## src/hw/rtl/ntc_pkg.sv

```systemverilog
// ----------------------------------------------------------------------------
// ntc_pkg: shared types, type codes and helpers of the numeric type converter
// Holds the collapsed type codes, the status codes and integer bound helpers.
// ----------------------------------------------------------------------------
package ntc_pkg;

  // raw type codes that collapse onto others
  localparam logic [4:0] T_NULL   = 5'd14;
  localparam logic [4:0] T_WCHAR  = 5'd15;
  localparam logic [4:0] T_CHAR   = 5'd16;
  localparam logic [4:0] T_CHAR16 = 5'd17;
  localparam logic [4:0] T_CHAR32 = 5'd18;

  // collapsed type codes
  localparam logic [3:0] C_SCHAR  = 4'd0;
  localparam logic [3:0] C_SHORT  = 4'd1;
  localparam logic [3:0] C_INT    = 4'd2;
  localparam logic [3:0] C_LONG   = 4'd3;
  localparam logic [3:0] C_LLONG  = 4'd4;
  localparam logic [3:0] C_UCHAR  = 4'd5;
  localparam logic [3:0] C_USHORT = 4'd6;
  localparam logic [3:0] C_UINT   = 4'd7;
  localparam logic [3:0] C_ULONG  = 4'd8;
  localparam logic [3:0] C_ULLONG = 4'd9;
  localparam logic [3:0] C_BOOL   = 4'd10;
  localparam logic [3:0] C_FLT    = 4'd11;
  localparam logic [3:0] C_DBL    = 4'd12;
  localparam logic [3:0] C_EXT    = 4'd13;
  localparam logic [3:0] C_NULL   = 4'd14;

  typedef enum logic [2:0] {
    ST_OK       = 3'd0,
    ST_VOID     = 3'd1,
    ST_NULL_DST = 3'd2,
    ST_NZ_NULL  = 3'd3,
    ST_FLT_NULL = 3'd4,
    ST_SAT      = 3'd5
  } status_t;

  typedef enum logic [1:0] {
    CLS_ZERO = 2'd0,
    CLS_FIN  = 2'd1,
    CLS_INF  = 2'd2,
    CLS_NAN  = 2'd3
  } cls_t;

  // unpacked float: value = sig * 2^(e-63) when finite
  typedef struct packed {
    logic               neg;
    cls_t               cls;
    logic signed [17:0] e;
    logic [63:0]        sig;
  } fnum_t;

  // per-transaction control; done marks a final result
  typedef struct packed {
    logic        done;
    logic [63:0] lo;
    logic [15:0] hi;
    status_t     status;
    logic [3:0]  dt;
  } ctl_t;

  // {valid, collapsed code}
  function automatic logic [4:0] collapse(input logic [4:0] t);
    logic [4:0] r;
    unique case (t)
      T_WCHAR:  r = {1'b1, C_INT};
      T_CHAR:   r = {1'b1, C_SCHAR};
      T_CHAR16: r = {1'b1, C_USHORT};
      T_CHAR32: r = {1'b1, C_UINT};
      default:  r = (t <= T_NULL) ? {1'b1, t[3:0]} : 5'd0;
    endcase
    return r;
  endfunction

  function automatic logic [63:0] int_mask(input logic [3:0] c);
    logic [63:0] m;
    unique case (c)
      C_SCHAR, C_UCHAR:   m = 64'h0000_0000_0000_00FF;
      C_SHORT, C_USHORT:  m = 64'h0000_0000_0000_FFFF;
      C_INT, C_UINT:      m = 64'h0000_0000_FFFF_FFFF;
      default:            m = '1;
    endcase
    return m;
  endfunction

  function automatic logic int_signed(input logic [3:0] c);
    return c <= C_LLONG;
  endfunction

  function automatic logic [63:0] int_pos_max(input logic [3:0] c);
    return int_signed(c) ? (int_mask(c) >> 1) : int_mask(c);
  endfunction

  function automatic logic [63:0] int_neg_lim(input logic [3:0] c);
    return int_signed(c) ? ((int_mask(c) >> 1) + 64'd1) : 64'd0;
  endfunction

endpackage

```

## src/hw/rtl/numeric_type_converter.sv

```systemverilog
// Throughput: one transaction per cycle unless a stalled output holds the pipe;
//   the five register stages each do a bounded slice (decode, normalize, plan,
//   shift, round/pack).
// A stalled output freezes every stage; the pipe holds its contents in place.
// Reset (rst_n low, synchronous) clears all stage valid bits; payload is not reset.
// ----------------------------------------------------------------------------
// numeric_type_converter: scalar conversion by implicit conversion rules
// Integer, bool, binary32, binary64 and 80-bit extended conversions with
// round to nearest even, saturation on float to integer and error status.
// ----------------------------------------------------------------------------
module numeric_type_converter (
  input  logic        clk,
  input  logic        rst_n,
  input  logic        in_valid,
  output logic        in_stall,
  input  logic [4:0]  in_source_type,
  input  logic [4:0]  in_dest_type,
  input  logic [63:0] in_value_low,
  input  logic [15:0] in_value_high,
  output logic        out_valid,
  input  logic        out_stall,
  output logic [63:0] out_result_low,
  output logic [15:0] out_result_high,
  output logic [2:0]  out_status
);
  import ntc_pkg::*;

  // whole pipe moves together; a bubble at the output frees it
  logic out_valid_r;
  logic adv;
  assign adv      = !out_valid_r || !out_stall;
  assign in_stall = !adv;

  // ---- stage 1: decode -----------------------------------------------------
  ctl_t  c1_nxt, c1_r;
  fnum_t f1_nxt, f1_r;
  logic  v1_r;

  ntc_decode u_decode (
    .src_type (in_source_type),
    .dst_type (in_dest_type),
    .val_lo   (in_value_low),
    .val_hi   (in_value_high),
    .ctl      (c1_nxt),
    .fnum     (f1_nxt)
  );

  // ---- stage 2: normalize (leading zero count in six halving steps) --------
  ctl_t        c2_r;
  fnum_t       f2_nxt, f2_r;
  logic        v2_r;
  logic [63:0] nsig;
  logic [5:0]  lz;

  always_comb begin
    nsig = f1_r.sig;
    lz   = '0;
    for (int k = 5; k >= 0; k--) begin
      if ((nsig >> (64 - (1 << k))) == 64'd0) begin
        nsig = nsig << (1 << k);
        lz   = lz | 6'(1 << k);
      end
    end
    f2_nxt = f1_r;
    if (f1_r.cls == CLS_FIN) begin
      f2_nxt.sig = nsig;
      f2_nxt.e   = f1_r.e - $signed({12'd0, lz});
    end
  end

  // ---- stage 3: plan the shift, resolve special values ---------------------
  ctl_t               c3_nxt, c3_r;
  logic [63:0]        sig3_r;
  logic [6:0]         sh3_nxt, sh3_r;
  logic               rnd3_nxt, rnd3_r;
  logic               neg3_r;
  logic [10:0]        eb3_nxt, eb3_r;
  logic               v3_r;
  logic signed [17:0] e3, diff3, shs3, bias3, emin3;
  logic [6:0]         shn3;
  logic               isflt3;

  assign e3     = f2_r.e;
  assign isflt3 = (c2_r.dt == C_FLT);
  assign bias3  = isflt3 ? 18'sd127 : 18'sd1023;
  assign emin3  = isflt3 ? -18'sd126 : -18'sd1022;
  assign shn3   = isflt3 ? 7'd40 : 7'd11;     // 64 - precision
  assign diff3  = emin3 - e3;
  assign shs3   = $signed({11'd0, shn3}) + diff3;

  always_comb begin
    c3_nxt   = c2_r;
    sh3_nxt  = 7'd65;
    rnd3_nxt = 1'b0;
    eb3_nxt  = '0;
    if (!c2_r.done) begin
      c3_nxt.done = 1'b1;
      if (c2_r.dt <= C_ULLONG) begin
        priority if (f2_r.cls == CLS_NAN) begin
          c3_nxt.status = ST_SAT;
        end else if (f2_r.cls == CLS_ZERO) begin
          c3_nxt.lo = '0;
        end else if (f2_r.cls == CLS_INF || e3 >= 18'sd64) begin
          c3_nxt.status = ST_SAT;
          c3_nxt.lo = f2_r.neg ? ((64'd0 - int_neg_lim(c2_r.dt)) & int_mask(c2_r.dt))
                               : int_pos_max(c2_r.dt);
        end else begin
          c3_nxt.done = 1'b0;
          sh3_nxt = (e3 >= 18'sd0) ? 7'(18'sd63 - e3) : 7'd65;
        end
      end else if (c2_r.dt == C_EXT) begin
        unique case (f2_r.cls)
          CLS_ZERO: begin
            c3_nxt.lo = '0;
            c3_nxt.hi = {f2_r.neg, 15'd0};
          end
          CLS_INF: begin
            c3_nxt.lo = 64'h8000_0000_0000_0000;
            c3_nxt.hi = {f2_r.neg, 15'h7FFF};
          end
          CLS_NAN: begin
            c3_nxt.lo = {2'b11, f2_r.sig[61:0]};
            c3_nxt.hi = {f2_r.neg, 15'h7FFF};
          end
          default: begin
            c3_nxt.lo = f2_r.sig;
            c3_nxt.hi = {f2_r.neg, 15'(e3 + 18'sd16383)};
          end
        endcase
      end else begin
        // binary32 / binary64 destination
        priority if (f2_r.cls == CLS_ZERO) begin
          c3_nxt.lo = isflt3 ? {32'd0, f2_r.neg, 31'd0} : {f2_r.neg, 63'd0};
        end else if (f2_r.cls == CLS_NAN) begin
          c3_nxt.lo = isflt3 ? {32'd0, f2_r.neg, 8'hFF, 1'b1, f2_r.sig[61:40]}
                             : {f2_r.neg, 11'h7FF, 1'b1, f2_r.sig[61:11]};
        end else if (f2_r.cls == CLS_INF || e3 > bias3) begin
          c3_nxt.lo = isflt3 ? {32'd0, f2_r.neg, 8'hFF, 23'd0}
                             : {f2_r.neg, 11'h7FF, 52'd0};
        end else if (e3 >= emin3) begin
          c3_nxt.done = 1'b0;
          rnd3_nxt = 1'b1;
          sh3_nxt  = shn3;
          eb3_nxt  = 11'(e3 + bias3 - 18'sd1);
        end else begin
          c3_nxt.done = 1'b0;
          rnd3_nxt = 1'b1;
          sh3_nxt  = (shs3 > 18'sd65) ? 7'd65 : 7'(shs3);
        end
      end
    end
  end

  // ---- stage 4: right shift with guard and sticky --------------------------
  ctl_t         c4_r;
  logic [63:0]  mant4_r;
  logic         inc4_nxt, inc4_r;
  logic         neg4_r;
  logic [10:0]  eb4_r;
  logic         v4_r;
  logic [127:0] x4;

  assign x4       = {sig3_r, 64'd0} >> sh3_r;
  assign inc4_nxt = rnd3_r && x4[63] && ((|x4[62:0]) || x4[64]);

  // ---- stage 5: round, pack, saturate --------------------------------------
  logic [63:0] lo_nxt, out_lo_r;
  logic [15:0] out_hi_r;
  status_t     st_nxt, out_st_r;
  logic [63:0] m5, nlim5, pmax5, imask5;
  logic [30:0] v31;
  logic [62:0] v63;

  assign m5     = mant4_r + {63'd0, inc4_r};
  assign nlim5  = int_neg_lim(c4_r.dt);
  assign pmax5  = int_pos_max(c4_r.dt);
  assign imask5 = int_mask(c4_r.dt);
  assign v31    = {eb4_r[7:0], 23'd0} + m5[30:0];
  assign v63    = {eb4_r, 52'd0} + m5[62:0];

  always_comb begin
    lo_nxt = c4_r.lo;
    st_nxt = c4_r.status;
    if (!c4_r.done) begin
      if (c4_r.dt <= C_ULLONG) begin
        if (neg4_r) begin
          if (m5 > nlim5) begin
            st_nxt = ST_SAT;
            lo_nxt = (64'd0 - nlim5) & imask5;
          end else begin
            lo_nxt = (64'd0 - m5) & imask5;
          end
        end else if (m5 > pmax5) begin
          st_nxt = ST_SAT;
          lo_nxt = pmax5;
        end else begin
          lo_nxt = m5;
        end
      end else if (c4_r.dt == C_FLT) begin
        lo_nxt = {32'd0, neg4_r, v31};
      end else begin
        lo_nxt = {neg4_r, v63};
      end
    end
  end

  // ---- registers -----------------------------------------------------------
  always_ff @(posedge clk) begin
    if (!rst_n) begin
      v1_r        <= 1'b0;
      v2_r        <= 1'b0;
      v3_r        <= 1'b0;
      v4_r        <= 1'b0;
      out_valid_r <= 1'b0;
    end else if (adv) begin
      v1_r        <= in_valid;
      v2_r        <= v1_r;
      v3_r        <= v2_r;
      v4_r        <= v3_r;
      out_valid_r <= v4_r;
    end
  end

  always_ff @(posedge clk) begin
    if (adv) begin
      c1_r     <= c1_nxt;
      f1_r     <= f1_nxt;
      c2_r     <= c1_r;
      f2_r     <= f2_nxt;
      c3_r     <= c3_nxt;
      sig3_r   <= f2_r.sig;
      sh3_r    <= sh3_nxt;
      rnd3_r   <= rnd3_nxt;
      neg3_r   <= f2_r.neg;
      eb3_r    <= eb3_nxt;
      c4_r     <= c3_r;
      mant4_r  <= x4[127:64];
      inc4_r   <= inc4_nxt;
      neg4_r   <= neg3_r;
      eb4_r    <= eb3_r;
      out_lo_r <= lo_nxt;
      out_hi_r <= c4_r.hi;
      out_st_r <= st_nxt;
    end
  end

  assign out_valid       = out_valid_r;
  assign out_result_low  = out_lo_r;
  assign out_result_high = out_hi_r;
  assign out_status      = out_st_r;

`ifndef SYNTHESIS
  // error codes always come with an all-zero value
  a_err_zero: assert property (@(posedge clk) disable iff (!rst_n)
    out_valid && (out_status == ST_VOID || out_status == ST_NULL_DST ||
                  out_status == ST_NZ_NULL || out_status == ST_FLT_NULL)
    |-> out_result_low == 64'd0 && out_result_high == 16'd0)
    else $error("error status with nonzero result");

  // saturation only arises on integer destinations
  a_sat_hi: assert property (@(posedge clk) disable iff (!rst_n)
    out_valid && out_status == ST_SAT |-> out_result_high == 16'd0)
    else $error("saturated result with extended upper bits");

  // a transaction in stage 1 moves on when the pipe advances
  a_adv: assert property (@(posedge clk) disable iff (!rst_n)
    v1_r && !in_stall |=> v2_r)
    else $error("transaction lost between stage 1 and 2");

  // a stalled output keeps the whole pipe frozen
  a_hold: assert property (@(posedge clk) disable iff (!rst_n)
    v4_r && out_valid && out_stall |=> v4_r)
    else $error("stage 4 dropped during output stall");
`endif

endmodule

```

## src/hw/rtl/ntc_decode.sv

```systemverilog
// ----------------------------------------------------------------------------
// ntc_decode: first-stage type decode
// Resolves error, pass-through and integer cases; unpacks the float operand.
// ----------------------------------------------------------------------------
module ntc_decode (
  input  logic [4:0]     src_type,
  input  logic [4:0]     dst_type,
  input  logic [63:0]    val_lo,
  input  logic [15:0]    val_hi,
  output ntc_pkg::ctl_t  ctl,
  output ntc_pkg::fnum_t fnum
);
  import ntc_pkg::*;

  logic [4:0]  sc, dc;
  logic [3:0]  s, d;
  logic [63:0] raw_int, mag, smask;
  logic        neg, bnz;
  fnum_t       fd;
  logic [14:0] xex;

  assign sc = collapse(src_type);
  assign dc = collapse(dst_type);
  assign s  = sc[3:0];
  assign d  = dc[3:0];
  assign bnz = |val_lo[7:0];
  assign smask = int_mask(s);
  assign raw_int = val_lo & smask;
  assign xex = val_hi[14:0];

  always_comb begin
    if (s == C_BOOL) begin
      neg = 1'b0;
      mag = {63'd0, bnz};
    end else begin
      neg = int_signed(s) && ((raw_int & ~(smask >> 1)) != 64'd0);
      mag = neg ? ((64'd0 - raw_int) & smask) : raw_int;
    end
  end

  // float operand unpack
  always_comb begin
    fd = '0;
    unique case (s)
      C_FLT: begin
        fd.neg = val_lo[31];
        fd.sig = {1'b0, val_lo[22:0], 40'd0};
        if (val_lo[30:23] == 8'hFF) begin
          fd.cls = (val_lo[22:0] != 23'd0) ? CLS_NAN : CLS_INF;
        end else if (val_lo[30:23] == 8'd0) begin
          fd.cls = (val_lo[22:0] != 23'd0) ? CLS_FIN : CLS_ZERO;
          fd.e   = -18'sd126;
        end else begin
          fd.cls = CLS_FIN;
          fd.sig[63] = 1'b1;
          fd.e   = $signed({10'd0, val_lo[30:23]}) - 18'sd127;
        end
      end
      C_EXT: begin
        fd.neg = val_hi[15];
        if (xex == 15'd0) begin
          fd.cls = (val_lo != 64'd0) ? CLS_FIN : CLS_ZERO;
          fd.sig = val_lo;
          fd.e   = -18'sd16382;
        end else if (xex == 15'h7FFF) begin
          if (!val_lo[63]) begin
            fd.cls = CLS_NAN;
          end else if (val_lo[62:0] == 63'd0) begin
            fd.cls = CLS_INF;
          end else begin
            fd.cls = CLS_NAN;
            fd.sig = {1'b0, val_lo[62:0]};
          end
        end else if (!val_lo[63]) begin
          fd.cls = CLS_NAN;       // unnormal reads as quiet NaN
        end else begin
          fd.cls = CLS_FIN;
          fd.sig = val_lo;
          fd.e   = $signed({3'd0, xex}) - 18'sd16383;
        end
      end
      default: begin  // binary64
        fd.neg = val_lo[63];
        fd.sig = {1'b0, val_lo[51:0], 11'd0};
        if (val_lo[62:52] == 11'h7FF) begin
          fd.cls = (val_lo[51:0] != 52'd0) ? CLS_NAN : CLS_INF;
        end else if (val_lo[62:52] == 11'd0) begin
          fd.cls = (val_lo[51:0] != 52'd0) ? CLS_FIN : CLS_ZERO;
          fd.e   = -18'sd1022;
        end else begin
          fd.cls = CLS_FIN;
          fd.sig[63] = 1'b1;
          fd.e   = $signed({7'd0, val_lo[62:52]}) - 18'sd1023;
        end
      end
    endcase
  end

  always_comb begin
    ctl.done   = 1'b1;
    ctl.lo     = '0;
    ctl.hi     = '0;
    ctl.status = ST_OK;
    ctl.dt     = d;
    fnum       = '0;
    priority if (!sc[4] || !dc[4]) begin
      ctl.status = ST_VOID;
    end else if (s == C_NULL) begin
      if (d == C_NULL) begin
        ctl.lo = val_lo;
      end else if (d != C_BOOL) begin
        ctl.status = ST_NULL_DST;
      end
    end else if (d == C_NULL) begin
      if (s >= C_FLT) begin
        ctl.status = ST_FLT_NULL;
      end else if ((s == C_BOOL) ? bnz : (raw_int != 64'd0)) begin
        ctl.status = ST_NZ_NULL;
      end
    end else if (s == d && s >= C_FLT) begin
      ctl.lo = (s == C_FLT) ? {32'd0, val_lo[31:0]} : val_lo;
      ctl.hi = (s == C_EXT) ? val_hi : 16'd0;
    end else if (s <= C_BOOL) begin
      if (d == C_BOOL) begin
        ctl.lo = {63'd0, mag != 64'd0};
      end else if (d <= C_ULLONG) begin
        ctl.lo = (neg ? (64'd0 - mag) : mag) & int_mask(d);
      end else begin
        ctl.done  = 1'b0;
        fnum.neg  = neg;
        fnum.cls  = (mag != 64'd0) ? CLS_FIN : CLS_ZERO;
        fnum.e    = 18'sd63;
        fnum.sig  = mag;
      end
    end else begin
      if (d == C_BOOL) begin
        ctl.lo = {63'd0, fd.cls != CLS_ZERO};
      end else begin
        ctl.done = 1'b0;
        fnum     = fd;
      end
    end
  end

endmodule

```

## config.mk

```make
export PLATFORM = sky130hd
export DESIGN_NAME = numeric_type_converter
export DESIGN_NICKNAME = d
export VERILOG_FILES = /design/src/hw/rtl/ntc_pkg.sv /design/src/hw/rtl/numeric_type_converter.sv /design/src/hw/rtl/ntc_decode.sv
export SDC_FILE = /design/constraint.sdc
export NUM_CORES = 2
export LEC_CHECK = 0
export ABC_CLOCK_PERIOD_IN_PS = 21600
export CAP_MARGIN = 20
export CORE_MARGIN = 8
export CORE_UTILIZATION = 56
export DETAILED_ROUTE_END_ITERATION = 8
export DONT_BUFFER_PORTS = 1
export PLACE_DENSITY = 0.71
export SLEW_MARGIN = 20
export SYNTH_ARGS = -nofsm -noshare
export SYNTH_HDL_FRONTEND = slang
export SYNTH_SLANG_ARGS = --single-unit
```

## constraint.sdc

```tcl
create_clock -name clk -period 21.6 [get_ports clk]
set_clock_uncertainty 0.15 [all_clocks]
set_input_delay 0 -clock clk [delete_from_list [all_inputs] [get_ports clk]]
set_output_delay 0 -clock clk [all_outputs]
set_load 0.1 [all_outputs]
```

# [Word-level counts from Yosys, hierarchy flattened]
# Index checks and enable logic that the tools add are counted.
[classes] add_sub_neg=20 bitwise=11 reduce_logical=54 shifts=1 muxes=143 n_eq_ne=45 magnitude_cmp=17
[ops] cell="64-bit two-way mux" n=49
[ops] cell="64-bit case mux with 3 select lines" n=4
[ops] cell="64-bit bitwise AND" n=7
[ops] cell="64-bit logical NOT" n=6
[ops] cell="85-bit two-way mux" n=4
[ops] cell="1-bit by 64-bit subtractor with 64-bit output (first input constant)" n=5
[ops] cell="64-bit nonzero test" n=4
[ops] cell="80-bit case mux with 3 select lines" n=1
[ops] cell="65-bit two-way mux" n=3
[ops] cell="85-bit case mux with 2 select lines" n=1
[ops] cell="82-bit two-way mux" n=2
[ops] cell="63-bit by 1-bit adder with 64-bit output (second input constant)" n=2
[ops] cell="64-bit > comparator" n=2
[ops] cell="128-bit by 7-bit right shift with 128-bit output" n=1
[ops] cell="84-bit two-way mux" n=1
[ops] cell="83-bit two-way mux" n=1
[ops] cell="80-bit two-way mux" n=1
[ops] cell="7-bit two-way mux" n=11
[ops] cell="64-bit by 1-bit adder with 64-bit output" n=1
[ops] cell="16-bit two-way mux" n=4
[ops] cell="63-bit NOT with 64-bit output" n=1
[ops] cell="63-bit adder" n=1
[ops] cell="63-bit logical NOT" n=1
[ops] cell="63-bit two-way mux" n=1
[ops] cell="other kinds (62)" n=177
[totals] regBits=771 wordCells=336 inputBits=94

# [Depth between registers and ports, before layout]
[depth] depth_word=21 ltp_mapped=33

# [Cells and area by module]
# From an unflattened synthesis, not the netlist that was laid out.
[unflattened] cells_unflattened=6015 hier_area_um2=56615.5
[modules_own_cells] mod="numeric_type_converter" area_per_inst_um2=47280.3 cells_each=4401 instances=1
[modules_own_cells] mod="ntc_decode" area_per_inst_um2=9335.2 cells_each=1614 instances=1

# [Worst setup path before layout]
# OpenSTA, ideal clock, no wires.
[synth_path] path_kind="reg2reg" start="register out_valid_r, in the netlist out_valid" end="register out_valid_r, in the netlist out_valid" t_required_ns=21.297 stages_incl_launch_ff=4 period_less_slack_ns=26.177 arrival_time_ns=25.874 setup_time_ns=0.153 n_path_buf=0 slack_ns=-4.577 cell_sequence="dfxtp_1 -> nand2_1 -> inv_1 -> o21a_1"
[synth_between] elab_chain_len=2
[synth_rtl] element="from (decl)" line_no="numeric_type_converter.sv:29" source="logic out_valid_r;"
[synth_rtl] element="from (signal assigned)" line_no="numeric_type_converter.sv:220" source="out_valid_r <= v4_r;"
[synth_rtl] element="1-bit logical NOT" line_no="numeric_type_converter.sv:31" source="assign adv = !out_valid_r || !out_stall;"
[synth_rtl] element="1-bit logical OR" line_no="numeric_type_converter.sv:31"
# Every way passes these cells.
# A chain may end at the register's enable or synchronous reset.

# [Worst setup path in the final report]
[layout_path] start="register mant4_r[27]" end="register out_lo_r[40], in the netlist out_result_low[40] (data pin)"
[layout_between] elab_chain_len=7
[layout_rtl] element="from (decl)" line_no="numeric_type_converter.sv:156" source="logic [63:0] mant4_r;"
[layout_rtl] element="from (signal assigned)" line_no="numeric_type_converter.sv:237" source="mant4_r <= x4[127:64];"
[layout_rtl] element="64-bit by 1-bit adder with 64-bit output (*)" line_no="numeric_type_converter.sv:174" source="assign m5 = mant4_r + {63'd0, inc4_r};"
[layout_rtl] element="1-bit by 64-bit subtractor with 64-bit output" line_no="numeric_type_converter.sv:191" source="lo_nxt = (64'd0 - m5) & imask5;"
[layout_rtl] element="64-bit bitwise AND" line_no="numeric_type_converter.sv:191"
[layout_rtl] element="64-bit two-way mux" line_no="numeric_type_converter.sv:187" source="if (m5 > nlim5) begin"
[layout_rtl] element="64-bit two-way mux" line_no="numeric_type_converter.sv:186" source="if (neg4_r) begin"
[layout_rtl] element="64-bit two-way mux (*)" line_no="numeric_type_converter.sv:185" source="if (c4_r.dt <= C_ULLONG) begin"
[layout_rtl] element="64-bit two-way mux (*)" line_no="numeric_type_converter.sv:184" source="if (!c4_r.done) begin"
[layout_rtl] element="via lo_nxt[40]" line_no="numeric_type_converter.sv:167" source="logic [63:0] lo_nxt, out_lo_r;"
[layout_rtl] element="to (signal assigned)" line_no="numeric_type_converter.sv:241" source="out_lo_r <= lo_nxt;"
[layout_rtl] element="to (decl)" line_no="numeric_type_converter.sv:167"
# The timed path passes the listed nets; every way through them passes the cells marked *.

==> flow_summary.toml <==
[outcome]
outcome = "complete, no violations"

[yosys]
syn_area_per_cell_um2 = 9.30
synth_ff_type = "edfxtp_1"
synth_edf_count = 764
netlist_area_mm2 = 0.0564
synth.distinct_cells = 105
yosys_warnings = 0
synthArstFlopShare_pct = 0
synth_seq_area_share_pct = 40.8
ys_ff_latch = 769
synthCells = 6067

[clocking]
cts_made_buffers = 85
clk_pin_slew_ps = 60
cts_resized = 0
clkLatencyLatePin_ps = 710
cts-root-buf = "clkbuf_16"
clock_path_buffers = 3
cts_tree = "built"
cts_sinks = 769
htree_levels = 3

[power]
p_total_mw = 4.77
leakagePower_nw = 24.7
ir_worst_vdd_mv = 0.0674
p_per_area_mw_per_mm2 = 76.6

[timing]
min_period_over_period_pct = 43.3
slew_violations = 0
rsz0062_at_grt = "no"
finalHoldViolCount = 0
worstMarginPinSlew_ps = 1340
setup_violations = 0
fmax_ghz = 0.107
fin_tns_setup_ps = 0
min_period_ps = 9350
slew_headroom_pct = 10.8

[global_route]
grt_pass1_vias = 49980
grt_usage_pct = 42.8
grt_remaining_overflow = 0
antenna_found_initial = 16
grt_pass1_wl_mm = 352
grt_max_degree = 189

[layout]
nNetsFinal = 6340
fillCellCount = 8326
fin_util_pct = 62.3
layout-drive-gt1-share_pct = 9.05
multi_input_area_mm2 = 0.0316
syn_to_final_growth_pct = 10.4
ff_latch_area_mm2 = 0.0230

[worst_setup_path]
worstSetupPathType = "register to register"
worstPathArrival_ps = 9620
worstReg2RegStart = "mant4_r[27]$_SDFFCE_PP0N_"
worstRegToRegCells = 20
startpoint = "mant4_r[27]$_SDFFCE_PP0N_"
rrSetupSlack_ps = 12250
cp-endpoint = "out_result_low[40]$_DFFE_PN_"
max_stage_delay_ps = 990
cp-end-kind = "register"
crit_top_cell = "nor3_1"
start_kind = "register"
critical_path.slowest_cell = "nor3_1"
required_ps = 21870
crit_fanout = 50
crit_path_cell_trace = "nand3_1, nor3_1, nand4_1, or2_2, nor3_1, xor2_1, ha_1, nand4_1, or2_2, or4_1, or3_1, or4b_1, o21ai_4, buf_4, buf_4, o21ai_1, nor3_1, a221oi_1, a211oi_1, o21ai_0"
r2r_end = "out_result_low[40]$_DFFE_PN_"

[route]
wl_mm = 248
viasPerCell = 7.28
drc = 0
drt_iter0_markers = 9327
wire_per_inst_um = 33.5
drtAntennaViolNets = 0
firstDrtPassIters = 9
dr_total_vias = 54061

[worst_hold_path]
hold_class = "input pin to register"

[die]
die_height_um = 333
ios = 179
core_mm2 = 0.100
chipWidth_um = 333
dieArea_mm2 = 0.111
rows = 116
start_util_pct = 56.4

[placed_design]
port-buffer-count = 0
post-dp-hpwl_mm = 181
gp_congestion = 1.13

[job]
cap_violations = 0
## placed cells by master, fill, tap and decap left out, types with 29 or more instances in the layout
cell type	synthesis	layout
o22ai_1	34	34
nand2b_1	50	49
xnor2_1	138	137
nor2b_1	31	31
a21o_1	53	53
nor4_1	100	98
a221oi_1	50	50
a211oi_1	72	72
mux2_2	104	104
mux2i_1	265	265
a21oi_1	409	404
nor2_1	503	497
o31ai_1	71	69
inv_1	156	156
nand3_1	193	193
mux4_2	66	66
o21ai_0	468	465
a31oi_1	88	87
xor2_1	73	73
ha_1	191	191
and2_1	51	49
dlygate4sd3_1	0	138
and3_1	59	59
edfxtp_1	764	764
conb_1	1	46
buf_4	1	131
or4_1	29	29
nand2_1	685	684
nor3_1	167	160
a22oi_1	53	53
or3_1	76	76
o211ai_1	43	43
nand4_1	101	101
clkbuf_16	0	87
a222oi_1	32	32
## area by class of cell
cell class              count  area share, %
multi-input cells        4755           50.6
clock inverters            59           1.24
well taps                1298           2.61
inverters                 162          0.976
clock buffers              97           3.55
repair buffers            278           3.95
diodes                     10         0.0402
flip-flops and latches    769           37.0
## state kept, by name, summed over array words and instances (netlist names), 64 cells and up
signal / count
c4_r: 88
out_result_low: 64
c1_r: 88
c2_r: 88
f2_r: 67
f1_r: 83
mant4_r: 64
c3_r: 88
sig3_r: 64
## per-stage QoR
step                      cells  hold WS, ps  instance area (µm²)  setup slack (ps)
after floorplan            6112        -32.2                56600              6130
after global placement     7118        -25.5                57800             12820
after detailed placement   7120        -7.50                57800             12750
after CTS                  7414         2.75                62200             12700
after global routing       7420         30.6                62300             11980
final                      7428         13.0                62300             12250
## worst min path at each step
stage          depth (start not counted)              from                      to  slack (ps)
5_1_grt                                4  in_value_low[32]  f1_r[32]$_SDFFCE_PP0N_          30
2_1_floorplan                          1             rst_n  out_valid$_SDFFE_PN0N_         -30
3_3_place_gp                           1             rst_n  out_valid$_SDFFE_PN0N_         -30
6_report                               5  in_value_low[62]  f1_r[82]$_SDFFCE_PP0N_          10
3_5_place_dp                           1             rst_n  out_valid$_SDFFE_PN0N_          -8
4_1_cts                                4  in_value_low[32]  f1_r[32]$_SDFFCE_PP0N_           3
## worst max-delay path: cells and delay by family (launching register included)
kind / cells / cell delay, ps
simple gates: 11 / 5530
fa+ha+maj: 1 / 260
compound gates: 5 / 1110
flops: 1 / 490
xor+xnor: 1 / 450
buf+inv: 2 / 1040
## routing by layer
metal	vias to the layer above	global-route usage [%]	share of wire, %
met3	1206	12.1	12
li1	23149	-	-
met4	18	34.8	11
met5	-	0	0.056
met1	25397	49.9	34
met2	4291	65.7	43
## kinds of logic after synthesis
family	share of synthesized area, %
XOR/XNOR	3.27
AO/OA/AOI/OAI	19.3
adder cells (fa/ha/maj)	4.38
AND/OR/NAND/NOR	18.8
multiplexers	9.41
flip-flops	40.8
buffers and inverters	4.00
other	0.00665
## synthesized netlist by cell type, types with 15 or more instances
cell | n | area share (%)
a22o_1 | 24 | 0.37
mux4_2 | 66 | 2.6
nand2b_1 | 50 | 0.55
and2_1 | 51 | 0.57
clkbuf_1 | 348 | 2.3
nor2_1 | 503 | 3.3
nand3_1 | 193 | 1.7
and4_1 | 17 | 0.26
ha_1 | 191 | 4.2
nor4_1 | 100 | 1.1
or2_2 | 25 | 0.28
nand2_1 | 685 | 4.6
o211ai_1 | 43 | 0.57
a222oi_1 | 32 | 0.57
o221ai_1 | 18 | 0.28
or4_1 | 29 | 0.39
o22ai_1 | 34 | 0.38
buf_1 | 47 | 0.31
a221o_1 | 17 | 0.30
mux2_2 | 104 | 2.1
xnor2_1 | 138 | 2.1
a22oi_1 | 53 | 0.71
a2111oi_0 | 15 | 0.23
mux2i_1 | 265 | 4.7
o21a_1 | 17 | 0.23
inv_1 | 156 | 1.0
a211oi_1 | 72 | 0.96
a221oi_1 | 50 | 0.78
nor2b_1 | 31 | 0.34
nor3_1 | 167 | 1.5
nor3b_1 | 16 | 0.21
o41ai_1 | 20 | 0.31
a21o_1 | 53 | 0.71
a31oi_1 | 88 | 0.98
and3_1 | 59 | 0.65
or3_1 | 76 | 0.84
a311oi_1 | 26 | 0.40
o21ai_0 | 468 | 4.2
nand4_1 | 101 | 1.1
edfxtp_1 | 764 | 41
a21oi_1 | 409 | 3.6
buf_2 | 26 | 0.23
o31ai_1 | 71 | 0.94
xor2_1 | 73 | 1.1
## timing repair
action / 4_1_cts / 5_1_grt
endpoints found under the hold margin: 176 / 0
hold buffers: 138 / 0
buffers inserted: 0 / 0
## report_power, final
part           switching (mW)  internal (mW)
Clock                   0.657          0.905
Combinational           0.798          0.433
Sequential              0.233           1.75
Total                    1.69           3.09
No activity file was read; power rests on OpenSTA's default activity.
